==> src/design/csescan_pkg.sv <==
// Shared types and constants of the code segment entry scanner.
package csescan_pkg;

	localparam logic [7:0]  OPC_HI      = 8'h20;
	localparam logic [7:0]  OPC_LO      = 8'h5F;
	localparam logic [31:0] JT_HDR_LEN  = 32'd16;
	localparam logic [31:0] SEG_HDR_LEN = 32'd4;
	localparam logic [31:0] OFF_MAX     = 32'hFFFF_FFFF;

	localparam int QUEUE_DEPTH = 4;
	localparam int QPTR_W      = $clog2(QUEUE_DEPTH);

	localparam logic [1:0] KIND_META  = 2'd0;
	localparam logic [1:0] KIND_DATA  = 2'd1;
	localparam logic [1:0] KIND_CODE  = 2'd2;
	localparam logic [1:0] KIND_DEFER = 2'd3;

	localparam logic [2:0] EV_JT_HDR  = 3'd0;
	localparam logic [2:0] EV_SEG_HDR = 3'd1;
	localparam logic [2:0] EV_PREFIX  = 3'd2;
	localparam logic [2:0] EV_STACK   = 3'd3;
	localparam logic [2:0] EV_MISSING = 3'd4;

	// Summary of one finished payload, handed from the scanner to the emitter.
	typedef struct packed {
		logic        is_zero;
		logic        found;
		logic [31:0] size;
		logic [31:0] entry_off;
		logic [31:0] hw_a;
		logic [31:0] hw_b;
		logic [31:0] hw_c;
		logic [31:0] hw_d;
	} seg_rec_t;

	// Queue handshake between the two halves.
	typedef struct packed {
		logic push;
		logic pop;
	} q_ctrl_t;

	typedef struct packed {
		logic full;
		logic not_empty;
	} q_stat_t;

endpackage

==> src/design/csescan_front.sv <==
// Byte scanner: tracks offset, header words and the entry pattern of each payload.
module csescan_front (
	input  logic                  clk,
	input  logic                  arst_n,
	input  logic                  in_valid,
	output logic                  in_stall,
	input  logic [7:0]            data_byte,
	input  logic signed [15:0]    segment_id,
	input  logic                  last_byte,
	input  logic                  q_full,
	output logic                  push,
	output csescan_pkg::seg_rec_t push_rec
);

	logic [31:0] count_q;
	logic [31:0] hdr_q [4];
	logic        zero_q;
	logic        prior_q;
	logic        found_q;
	logic [31:0] eoff_q;

	logic        take;
	logic [31:0] off;
	logic [31:0] size;
	logic        zero_now;
	logic        hit;
	logic        found_now;
	logic [31:0] eoff_now;
	logic [31:0] hdr_next [4];

	assign in_stall = q_full;
	assign take     = in_valid && !q_full;
	assign off      = count_q;
	assign size     = (off == csescan_pkg::OFF_MAX) ? off : off + 32'd1;
	assign zero_now = (off == 32'd0) ? (segment_id == 16'sd0) : zero_q;

	// Only an odd offset can close the pair, and only the first match counts.
	assign hit = (off >= csescan_pkg::SEG_HDR_LEN) && off[0] && prior_q &&
		(data_byte == csescan_pkg::OPC_LO) && !found_q;
	assign found_now = found_q || hit;
	assign eoff_now  = found_q ? eoff_q : off - 32'd1;

	always_comb begin
		for (int i = 0; i < 4; i++) begin
			if ((off < csescan_pkg::JT_HDR_LEN) && (off[3:2] == 2'(i))) begin
				hdr_next[i] = {hdr_q[i][23:0], data_byte};
			end else begin
				hdr_next[i] = hdr_q[i];
			end
		end
	end

	always_comb begin
		push_rec.is_zero   = zero_now;
		push_rec.found     = found_now;
		push_rec.size      = size;
		push_rec.entry_off = eoff_now;
		if (zero_now) begin
			if (size >= csescan_pkg::JT_HDR_LEN) begin
				push_rec.hw_a = hdr_next[0];
				push_rec.hw_b = hdr_next[1];
				push_rec.hw_c = hdr_next[2];
				push_rec.hw_d = hdr_next[3];
			end else begin
				push_rec.hw_a = '0;
				push_rec.hw_b = '0;
				push_rec.hw_c = '0;
				push_rec.hw_d = '0;
			end
		end else begin
			push_rec.hw_a = {16'd0, hdr_next[0][31:16]};
			push_rec.hw_b = {16'd0, hdr_next[0][15:0]};
			push_rec.hw_c = '0;
			push_rec.hw_d = '0;
		end
	end

	assign push = take && last_byte &&
		(zero_now || (size >= csescan_pkg::SEG_HDR_LEN));

	always_ff @(posedge clk or negedge arst_n) begin
		if (!arst_n) begin
			count_q <= '0;
			zero_q  <= 1'b0;
			prior_q <= 1'b0;
			found_q <= 1'b0;
			eoff_q  <= '0;
			for (int i = 0; i < 4; i++) begin
				hdr_q[i] <= '0;
			end
		end else if (take) begin
			if (last_byte) begin
				count_q <= '0;
				zero_q  <= 1'b0;
				prior_q <= 1'b0;
				found_q <= 1'b0;
				eoff_q  <= '0;
				for (int i = 0; i < 4; i++) begin
					hdr_q[i] <= '0;
				end
			end else begin
				count_q <= size;
				zero_q  <= zero_now;
				found_q <= found_now;
				eoff_q  <= eoff_now;
				if ((off >= csescan_pkg::SEG_HDR_LEN) && !off[0]) begin
					prior_q <= (data_byte == csescan_pkg::OPC_HI);
				end
				for (int i = 0; i < 4; i++) begin
					hdr_q[i] <= hdr_next[i];
				end
			end
		end
	end

endmodule

==> src/design/csescan_queue.sv <==
// Short queue of payload summaries between the scanner and the range emitter.
module csescan_queue (
	input  logic                  clk,
	input  logic                  arst_n,
	input  csescan_pkg::q_ctrl_t  ctrl,
	input  csescan_pkg::seg_rec_t push_rec,
	output csescan_pkg::q_stat_t  stat,
	output csescan_pkg::seg_rec_t head_rec
);

	csescan_pkg::seg_rec_t             slot_q [csescan_pkg::QUEUE_DEPTH];
	logic [csescan_pkg::QPTR_W-1:0]    wr_q;
	logic [csescan_pkg::QPTR_W-1:0]    rd_q;
	logic [csescan_pkg::QPTR_W:0]      cnt_q;
	logic                              do_push;
	logic                              do_pop;

	assign stat.full      = (cnt_q == (csescan_pkg::QPTR_W+1)'(csescan_pkg::QUEUE_DEPTH));
	assign stat.not_empty = (cnt_q != '0);
	assign head_rec       = slot_q[rd_q];
	assign do_push        = ctrl.push && !stat.full;
	assign do_pop         = ctrl.pop && stat.not_empty;

	always_ff @(posedge clk) begin
		if (do_push) begin
			slot_q[wr_q] <= push_rec;
		end
	end

	always_ff @(posedge clk or negedge arst_n) begin
		if (!arst_n) begin
			wr_q  <= '0;
			rd_q  <= '0;
			cnt_q <= '0;
		end else begin
			if (do_push) begin
				wr_q <= wr_q + 1'b1;
			end
			if (do_pop) begin
				rd_q <= rd_q + 1'b1;
			end
			if (do_push && !do_pop) begin
				cnt_q <= cnt_q + 1'b1;
			end else if (do_pop && !do_push) begin
				cnt_q <= cnt_q - 1'b1;
			end
		end
	end

endmodule

==> src/design/csescan_back.sv <==
// Range emitter: turns each payload summary into one to three output beats.
module csescan_back (
	input  logic                  clk,
	input  logic                  arst_n,
	input  logic                  q_not_empty,
	input  csescan_pkg::seg_rec_t head_rec,
	output logic                  pop,
	output logic                  out_valid,
	input  logic                  out_stall,
	output logic [1:0]            range_kind,
	output logic [2:0]            range_evidence,
	output logic [31:0]           range_start,
	output logic [31:0]           range_size,
	output logic                  is_entry,
	output logic [31:0]           header_word_a,
	output logic [31:0]           header_word_b,
	output logic [31:0]           header_word_c,
	output logic [31:0]           header_word_d,
	output logic                  last_range
);

	localparam logic [1:0] ST_HDR  = 2'd0;
	localparam logic [1:0] ST_BODY = 2'd1;
	localparam logic [1:0] ST_CODE = 2'd2;

	logic [1:0]  step_q;
	logic        valid_q;
	logic [1:0]  kind_q;
	logic [2:0]  ev_q;
	logic [31:0] start_q;
	logic [31:0] size_q;
	logic        entry_q;
	logic [31:0] hw_a_q;
	logic [31:0] hw_b_q;
	logic [31:0] hw_c_q;
	logic [31:0] hw_d_q;
	logic        last_q;

	logic        emit;
	logic [1:0]  step_d;
	logic [1:0]  kind_d;
	logic [2:0]  ev_d;
	logic [31:0] start_d;
	logic [31:0] size_d;
	logic        entry_d;
	logic        last_d;
	logic        out_free;
	logic        load;

	always_comb begin
		emit    = 1'b1;
		step_d  = ST_HDR;
		kind_d  = csescan_pkg::KIND_CODE;
		ev_d    = csescan_pkg::EV_STACK;
		start_d = head_rec.entry_off;
		size_d  = head_rec.size - head_rec.entry_off;
		entry_d = 1'b1;
		last_d  = 1'b1;
		unique case (step_q)
			ST_HDR: begin
				kind_d  = csescan_pkg::KIND_META;
				ev_d    = head_rec.is_zero ? csescan_pkg::EV_JT_HDR : csescan_pkg::EV_SEG_HDR;
				start_d = '0;
				size_d  = head_rec.is_zero ? head_rec.size : csescan_pkg::SEG_HDR_LEN;
				entry_d = 1'b0;
				last_d  = head_rec.is_zero || (head_rec.size == csescan_pkg::SEG_HDR_LEN);
				step_d  = ST_BODY;
			end
			ST_BODY: begin
				if (!head_rec.found) begin
					kind_d  = csescan_pkg::KIND_DEFER;
					ev_d    = csescan_pkg::EV_MISSING;
					start_d = csescan_pkg::SEG_HDR_LEN;
					size_d  = head_rec.size - csescan_pkg::SEG_HDR_LEN;
					entry_d = 1'b0;
				end else if (head_rec.entry_off > csescan_pkg::SEG_HDR_LEN) begin
					kind_d  = csescan_pkg::KIND_DATA;
					ev_d    = csescan_pkg::EV_PREFIX;
					start_d = csescan_pkg::SEG_HDR_LEN;
					size_d  = head_rec.entry_off - csescan_pkg::SEG_HDR_LEN;
					entry_d = 1'b0;
					last_d  = 1'b0;
					step_d  = ST_CODE;
				end
			end
			ST_CODE: begin
				step_d = ST_HDR;
			end
			default: begin
				emit   = 1'b0;
				last_d = 1'b0;
				step_d = ST_HDR;
			end
		endcase
	end

	assign out_free = !valid_q || !out_stall;
	assign load     = q_not_empty && out_free && emit;
	assign pop      = load && last_d;

	always_ff @(posedge clk or negedge arst_n) begin
		if (!arst_n) begin
			step_q  <= ST_HDR;
			valid_q <= 1'b0;
		end else begin
			if (out_free) begin
				valid_q <= load;
			end
			if (load) begin
				step_q <= last_d ? ST_HDR : step_d;
			end else if (q_not_empty && out_free) begin
				step_q <= ST_HDR;
			end
		end
	end

	always_ff @(posedge clk) begin
		if (load) begin
			kind_q  <= kind_d;
			ev_q    <= ev_d;
			start_q <= start_d;
			size_q  <= size_d;
			entry_q <= entry_d;
			hw_a_q  <= head_rec.hw_a;
			hw_b_q  <= head_rec.hw_b;
			hw_c_q  <= head_rec.hw_c;
			hw_d_q  <= head_rec.hw_d;
			last_q  <= last_d;
		end
	end

	assign out_valid      = valid_q;
	assign range_kind     = kind_q;
	assign range_evidence = ev_q;
	assign range_start    = start_q;
	assign range_size     = size_q;
	assign is_entry       = entry_q;
	assign header_word_a  = hw_a_q;
	assign header_word_b  = hw_b_q;
	assign header_word_c  = hw_c_q;
	assign header_word_d  = hw_d_q;
	assign last_range     = last_q;

endmodule

==> src/design/code_segment_entry_scanner.sv <==
// Code segment entry scanner: payload bytes in, up to three ranges out per payload.
// Throughput: one byte per cycle unless in_stall; one range beat per cycle unless out_stall.
// A payload's summary is registered in the queue, then each of its ranges in the output register.
// A four-entry summary queue decouples the byte scanner from the range emitter.
// Input stalls only while that queue is full; output beats wait in a single output register.
// Reset (arst_n low) clears the offset, header, match state, queue and output valid.
module code_segment_entry_scanner (
	input  logic               clk,
	input  logic               arst_n,
	input  logic               in_valid,
	output logic               in_stall,
	input  logic [7:0]         data_byte,
	input  logic signed [15:0] segment_id,
	input  logic               last_byte,
	output logic               out_valid,
	input  logic               out_stall,
	output logic [1:0]         range_kind,
	output logic [2:0]         range_evidence,
	output logic [31:0]        range_start,
	output logic [31:0]        range_size,
	output logic               is_entry,
	output logic [31:0]        header_word_a,
	output logic [31:0]        header_word_b,
	output logic [31:0]        header_word_c,
	output logic [31:0]        header_word_d,
	output logic               last_range
);

	csescan_pkg::seg_rec_t push_rec;
	csescan_pkg::seg_rec_t head_rec;
	csescan_pkg::q_ctrl_t  q_ctrl;
	csescan_pkg::q_stat_t  q_stat;
	logic                  push;
	logic                  pop;

	assign q_ctrl.push = push;
	assign q_ctrl.pop  = pop;

	csescan_front u_front (
		.clk        (clk),
		.arst_n     (arst_n),
		.in_valid   (in_valid),
		.in_stall   (in_stall),
		.data_byte  (data_byte),
		.segment_id (segment_id),
		.last_byte  (last_byte),
		.q_full     (q_stat.full),
		.push       (push),
		.push_rec   (push_rec)
	);

	csescan_queue u_queue (
		.clk      (clk),
		.arst_n   (arst_n),
		.ctrl     (q_ctrl),
		.push_rec (push_rec),
		.stat     (q_stat),
		.head_rec (head_rec)
	);

	csescan_back u_back (
		.clk            (clk),
		.arst_n         (arst_n),
		.q_not_empty    (q_stat.not_empty),
		.head_rec       (head_rec),
		.pop            (pop),
		.out_valid      (out_valid),
		.out_stall      (out_stall),
		.range_kind     (range_kind),
		.range_evidence (range_evidence),
		.range_start    (range_start),
		.range_size     (range_size),
		.is_entry       (is_entry),
		.header_word_a  (header_word_a),
		.header_word_b  (header_word_b),
		.header_word_c  (header_word_c),
		.header_word_d  (header_word_d),
		.last_range     (last_range)
	);

endmodule
==> config.mk <==
export PLATFORM = sky130hd
export DESIGN_NAME = code_segment_entry_scanner
export DESIGN_NICKNAME = d
export VERILOG_FILES = /design/src/design/csescan_pkg.sv /design/src/design/csescan_front.sv /design/src/design/csescan_queue.sv /design/src/design/csescan_back.sv /design/src/design/code_segment_entry_scanner.sv
export SDC_FILE = /design/constraint.sdc
export NUM_CORES = 1
export LEC_CHECK = 0
export BUFFER_PORTS_ARGS = -buffer_cell sky130_fd_sc_hd__clkbuf_2
export CORE_MARGIN = 2
export CORE_UTILIZATION = 40
export CTS_CLUSTER_DIAMETER = 50
export DETAILED_ROUTE_END_ITERATION = 6
export HOLD_SLACK_MARGIN = 0.12
export SLEW_MARGIN = 0
export SYNTH_ARGS = -nofsm -noshare
export SYNTH_HDL_FRONTEND = slang
export SYNTH_SLANG_ARGS = --single-unit
==> constraint.sdc <==
create_clock -name clk -period 22.5 [get_ports clk]
set_input_delay 4.5 -clock clk [delete_from_list [all_inputs] [get_ports clk]]
set_output_delay 4.5 -clock clk [all_outputs]
set_load 0.01 [all_outputs]
Yosys cells after proc, flatten, opt, wreduce, memory -nomap -nowiden
Memories as Yosys holds them, arrays and structs flattened.
Index checks and enable logic that the tools add are counted.
- equality and inequality tests: 10
- add/subtract/negate cells: 9
- $mul: 0
- bitwise gates (word level): 0
- divide/modulo/power cells: 0
- $lt $le $gt $ge: 5
- muxes and demuxes: 46
- shifts and indexed selects: 0
- reductions and logical operators: 40
- operators by type and width (operator ; number):
    two-way mux 32 bit ; 13
    two-way mux 128 bit ; 3
    one-hot mux 32 bit (2 select lines) ; 2
    >= comparator 32 x 3 -> 1 bit (second input constant) ; 2
    subtractor 32 x 3 -> 32 bit (second input constant) ; 2
    adder 32 x 1 -> 32 bit (second input constant) ; 1
    equality test 32 x 3 -> 1 bit (second input constant) ; 1
    equality test 32 bit (second input constant) ; 1
    >= comparator 32 x 5 -> 1 bit (second input constant) ; 1
    > comparator 32 x 3 -> 1 bit (second input constant) ; 1
    logical NOT 32 bit ; 1
    less-than comparator 32 x 5 -> 1 bit (second input constant) ; 1
    subtractor 32 x 1 -> 32 bit (second input constant) ; 1
    subtractor 32 bit ; 1
    logical AND 1 bit ; 19
    logical NOT 16 bit ; 1
    two-way mux 2 bit ; 7
    two-way mux 1 bit ; 13
    two-way mux 3 bit ; 3
    equality test 8 x 6 -> 1 bit (second input constant) ; 1
    equality test 8 x 7 -> 1 bit (second input constant) ; 1
    one-hot mux 2 bit (2 select lines) ; 2
    logical NOT 1 bit ; 7
    equality test 2 bit (second input constant) ; 3
    other kinds (14) ; 22
- memory bits (writable): 776
- bits of input ports: 29
- memories kept: 1
- latch bits: 0
- bits in registers: 404
- bits in read-only memories: 0
- memories (name ; words ; width ; read ports ; clocked after Yosys merged registers in ; wr ports ; RTL line ; source):
    u_queue.slot_q ; 4 ; 194 ; 1 ; 0 ; 1 ; csescan_queue.sv:11 ; csescan_pkg::seg_rec_t slot_q [csescan_pkg::QUEUE_DEPTH];

Depth between registers and ports, before layout
- depth in word-level cells: 10
- gate-level depth with buffers: 18

By module
From an unflattened synthesis, not the netlist that was laid out.
- cells, all modules: 3216
- area, all modules: 50888.8 um^2
- by module, submodules not included (module ; cells each ; seq. area each (um^2) ; area an instance (um^2) ; times used):
    csescan_queue ; 1049 ; 23477.5 ; 28491.1 ; 1
    csescan_front ; 1297 ; 4879.7 ; 12249.2 ; 1
    csescan_back ; 870 ; 6050.8 ; 10148.5 ; 1

Least setup slack after synthesis
No wires, ideal clock.
- kind: in2reg
- from: input out_stall
- to: register u_back.hw_a_q[0], in the netlist u_back.header_word_a[0] (enable)
- stages: 2
- buffers on the path: 0
- required time: 21437 ps
- setup slack: 2193 ps
- arrival: 19243 ps
- cells stage by stage: a21oi_1 a21boi_0
- cells in the longest elaborated chain, start to end: 4
- RTL lines (item ; RTL line ; source):
    start, declared ; code_segment_entry_scanner.sv:16 ; input logic out_stall,
    logical NOT 1 bit ; csescan_back.sv:97 ; assign out_free = !valid_q || !out_stall;
    logical OR 1 bit ; csescan_back.sv:97 ;
    logical AND 1 bit (2 in series) ; csescan_back.sv:98 ; assign load = q_not_empty && out_free && emit;
    named net u_back.load ; csescan_back.sv:48 ; logic load;
    end signal, assigned ; csescan_back.sv:124 ; hw_a_q <= head_rec.hw_a;
    end, declared ; csescan_back.sv:33 ; logic [31:0] hw_a_q;
The timed path passes the listed nets, and every way through them passes these cells.
A chain may end at the register's enable or synchronous reset.

Worst setup path in the final report
- from: input segment_id[10]
- to: memory u_queue.slot_q[0][181] (netlist name) (enable)
- cells in the longest elaborated chain, start to end: 7
- RTL lines (item ; RTL line ; source):
    start, declared ; code_segment_entry_scanner.sv:13 ; input logic signed [15:0] segment_id,
    logical NOT 16 bit ; csescan_front.sv:35 ; assign zero_now = (off == 32'd0) ? (segment_id == 16'sd0) : zero_q;
    two-way mux 1 bit ; csescan_front.sv:35 ;
    logical OR 1 bit ; csescan_front.sv:79 ; (zero_now || (size >= csescan_pkg::SEG_HDR_LEN));
    logical AND 1 bit ; csescan_front.sv:78 ; assign push = take && last_byte &&
    logical AND 1 bit ; csescan_queue.sv:21 ; assign do_push = ctrl.push && !stat.full;
    two-way mux 1 bit ; csescan_queue.sv:25 ; if (do_push) begin
    two-way mux 1 bit (implied by the code) ; csescan_queue.sv:26 ; slot_q[wr_q] <= push_rec;
    end, declared ; csescan_queue.sv:11 ;
No other way between the ends.

==> summary.md <==
| Metric | Value |
|---|---|
| Status | completed |
| Rel. slew slack | roughly a quarter |
| Setup ws final | around 14 ns |
| Starting density of the core | about two fifths |
| Crit Path Category | input port to flop |
| CP max FO | 59 |
| Finished Layout Cells | roughly 5,300 |
| Multi-input gate area | about 16,000 µm² |
| Met2 GRT Util | slightly below 30% |
| Chip width | approximately 360 µm |
| Root Driver | clkbuf_16 |
| Vias | 30,400 |
| Utilization after layout | between 40% and 50% |
| Post-Syn Area per Cell | ~15 µm² |
| Clk_skew | around 0.042 ns |
| Core area | approximately 130,000 µm² |
| Global placer's final weighted congestion | 0.878 |
| DR DRC count | 0 |
| Clock Latency Late Sink | between 0.7 and 0.8 ns |
| Filler cells | 11,100 |
| Post-synth top flop | edfxtp_1 |
| First DRT Iteration DRCs | ~3,200 |
| Die Y | around 360 µm |
| Max Buffers Root-to-Sink | 3 |
| CTS tree | yes |
| Vias in the first global route | 29,500 |
| CP Data Arrival Time | 8.93 ns |
| Fin area | 58,200 µm² |
| Synth cell types | around 90 |
| First-pass DRT Iterations | 5 |
| Overflow after GRT | 0 |
| Register area | between 30,000 and 40,000 µm² |
| Final Setup Violations | 0 |
| Worst hold path type | flop to flop |
| Placed insts | 5,102 |
| M1 GR Usage | around 28% |
| P&R area growth vs syn | 14.0% |
| Fin. Hold Viols | 0 |
| Commonest non-fill, non-tap cells in the layout | edfxtp_1, nand2_1, clkbuf_2 |
| LEAKAGE | 21.1 nW |
| Fmax | between 0.1 and 0.15 GHz |
| Pre-CTS setup slack | between 10 and 15 ns |
| RSZ-0062 raised after global routing | no |
| # rows | ~130 |
| Antenna Cells | 0 |
| Met3 Use GR | between 3 and 4% |
| Antenna violations before repair | 5 |
| Synth Warn # | 0 |
| Worst slew pin tran | between 1 and 1.5 ns |
| Routed wire length per instance | roughly 24 µm |
| Peak VDD IR | 0.100 mV |
| Hold buffers post-CTS | 0 |
| Placed cell areas | between 50,000 and 60,000 µm² |
| Setup TNS | 0 ns |
| Detailed Route WL | between 100 and 150 mm |
| Sequential-to-total area share from yosys stat | about two thirds |
| Synth Register Bits | approximately 1,200 |
| Via/cell ratio | ~5.7 |
| Post-CTS sizing | 0 |
| Number of max-cap violations | 0 |
| Post-synth net total | around 3,500 |
| Synthesized area | 51,100 µm² |
| Pin count of the biggest net entering global routing | 160 |
| First-pass GRT wire length | around 190 mm |
| Period Utilization, post-route | a little under two fifths |
| Async SR Flop Fraction | 17.4% |
| Most common cell after layout, fill and taps aside | edfxtp_1 |
| Power per standard cell area | around 130 nW/µm² |
| Startpoint Class | input port |
| IO buf count | approximately 230 |
| Busiest grt layer | met2 |
| CP required | about 23 ns |
| Hold slack | about 0.48 ns |
| Fin crit period | about 8.6 ns |
| I/O Pins | 230 |
| Antenna Nets Post-Route | 0 |
| Clock slew seen by the registers of the worst setup and hold paths | around 0.060 ns |
| Endpoint class of the critical path | flop |
| Post-DP HPWL | around 78 mm |
| EDFF count, synth | ~980 |
| H-tree depth | 4 |
| CTS buffer count | ~130 |
| Max Slew Vio Count | 0 |
| Overall global routing resource usage | 19.2% |
| Syn Inst Count | 3,388 |
| Clk sinks | around 1,200 |
| Layout cells sized above 1 | roughly a fifth |
| # Post-CTS Setup Buffers | 0 |
| Fin nets | 3,649 |
| Pwr Total | 7.65 mW |
| DIE AREA | 131,000 µm² |
==> logic make-up after synthesis <==
logic type / share of synthesized area [%]
AOI/OAI and AO/OA: 8.26
xor gates and xnor gates: 2.28
adders and majority gates: 1.13
buffers and inverters: 2.35
DFF: 67.4
muxes: 11.2
and+or+nand+nor: 7.42
==> metal layers <==
metal	vias to the layer above	wire, µm
met5	-	19
met4	2	2340
met3	170	6870
met2	997	58900
met1	15700	58400
li1	13600	-
==> critical path: stages <==
cell      delay [ns]
clkbuf_2        0.08
nor4_1          0.31
nand4_1         0.37
mux2i_4         0.24
buf_4           0.48
a21o_1          0.18
a211oi_1        0.07
nand3_1         0.26
and4_4          0.68
buf_4           0.85
buf_4           0.78
==> cell type report <==
| cell class | count | area share [%] |
|---|---|---|
| repair buffers | 278 | 2.71 |
| inverters | 57 | 0.370 |
| well taps | 1662 | 3.57 |
| clock inverters | 82 | 1.43 |
| flip-flops and latches | 1180 | 59.1 |
| multi-input cells | 1925 | 26.7 |
| clock buffers | 165 | 6.10 |
==> sequential cells by signal (all words and copies together) (netlist names), 2 cells and up <==
signal / count
u_back.header_word_c: 32
u_front.count_q: 32
u_back.header_word_a: 32
u_back.range_size: 32
u_back.range_kind: 2
u_queue.wr_q: 2
u_queue.rd_q: 2
u_queue.slot_q: 776
u_back.header_word_b: 32
u_back.range_evidence: 3
u_back.step_q: 2
u_back.range_start: 32
u_front.eoff_q: 32
u_queue.cnt_q: 3
u_back.header_word_d: 32
u_front.hdr_q: 128
==> Yosys cell counts, drive strengths merged, types with 6 or more instances <==
| cell | number | area, µm² |
|---|---|---|
| and2 | 17 | 106 |
| o31a | 6 | 52.6 |
| ha | 43 | 538 |
| a211oi | 7 | 52.6 |
| a31oi | 24 | 165 |
| nor4 | 30 | 275 |
| clkbuf | 154 | 578 |
| nand4 | 29 | 181 |
| o221ai | 7 | 61.3 |
| o21a | 6 | 45.0 |
| inv | 55 | 206 |
| mux4 | 193 | 4350 |
| or4 | 14 | 116 |
| nor3 | 55 | 295 |
| nand2 | 269 | 1010 |
| dfrtp | 205 | 5130 |
| nor2b | 10 | 62.6 |
| o21ai | 229 | 1150 |
| and4 | 16 | 143 |
| mux2i | 135 | 1350 |
| xnor2 | 95 | 832 |
| and3 | 21 | 136 |
| edfxtp | 975 | 29300 |
| or3 | 16 | 100 |
| buf | 72 | 408 |
| nand3 | 44 | 230 |
| a22o | 50 | 438 |
| nand2b | 7 | 43.8 |
| o31ai | 22 | 165 |
| xor2 | 38 | 333 |
| a21o | 19 | 143 |
| or2 | 10 | 62.6 |
| nor2 | 212 | 806 |
| a22oi | 126 | 946 |
| nor3b | 7 | 52.6 |
| o22ai | 37 | 238 |
| a21oi | 51 | 259 |
==> worst paths after layout <==
check	slack (ns)	from	end	cells past startpoint
worst max-delay path	13.94	segment_id[10]	u_queue.slot_q[0][181]	11
worst min-delay path	0.48	u_front.eoff_q[0]	u_front.eoff_q[0]	2
worst max register to register	15.98	u_queue.rd_q[0]	u_queue.cnt_q[1]	13
worst min register to register	0.48	u_front.eoff_q[0]	u_front.eoff_q[0]	2
max in group asynchronous	16.57	arst_n	u_queue.rd_q[0]	3
min in group asynchronous	3.71	arst_n	u_front.hdr_q[48]	1
==> where the power goes <==
group	internal (mW)	total (mW)	switching [mW]
Combinational	0.928	2.47	1.54
Sequential	2.85	3.04	0.188
Clock	1.23	2.14	0.907
Note: power is estimated with default switching activity, not from simulation.
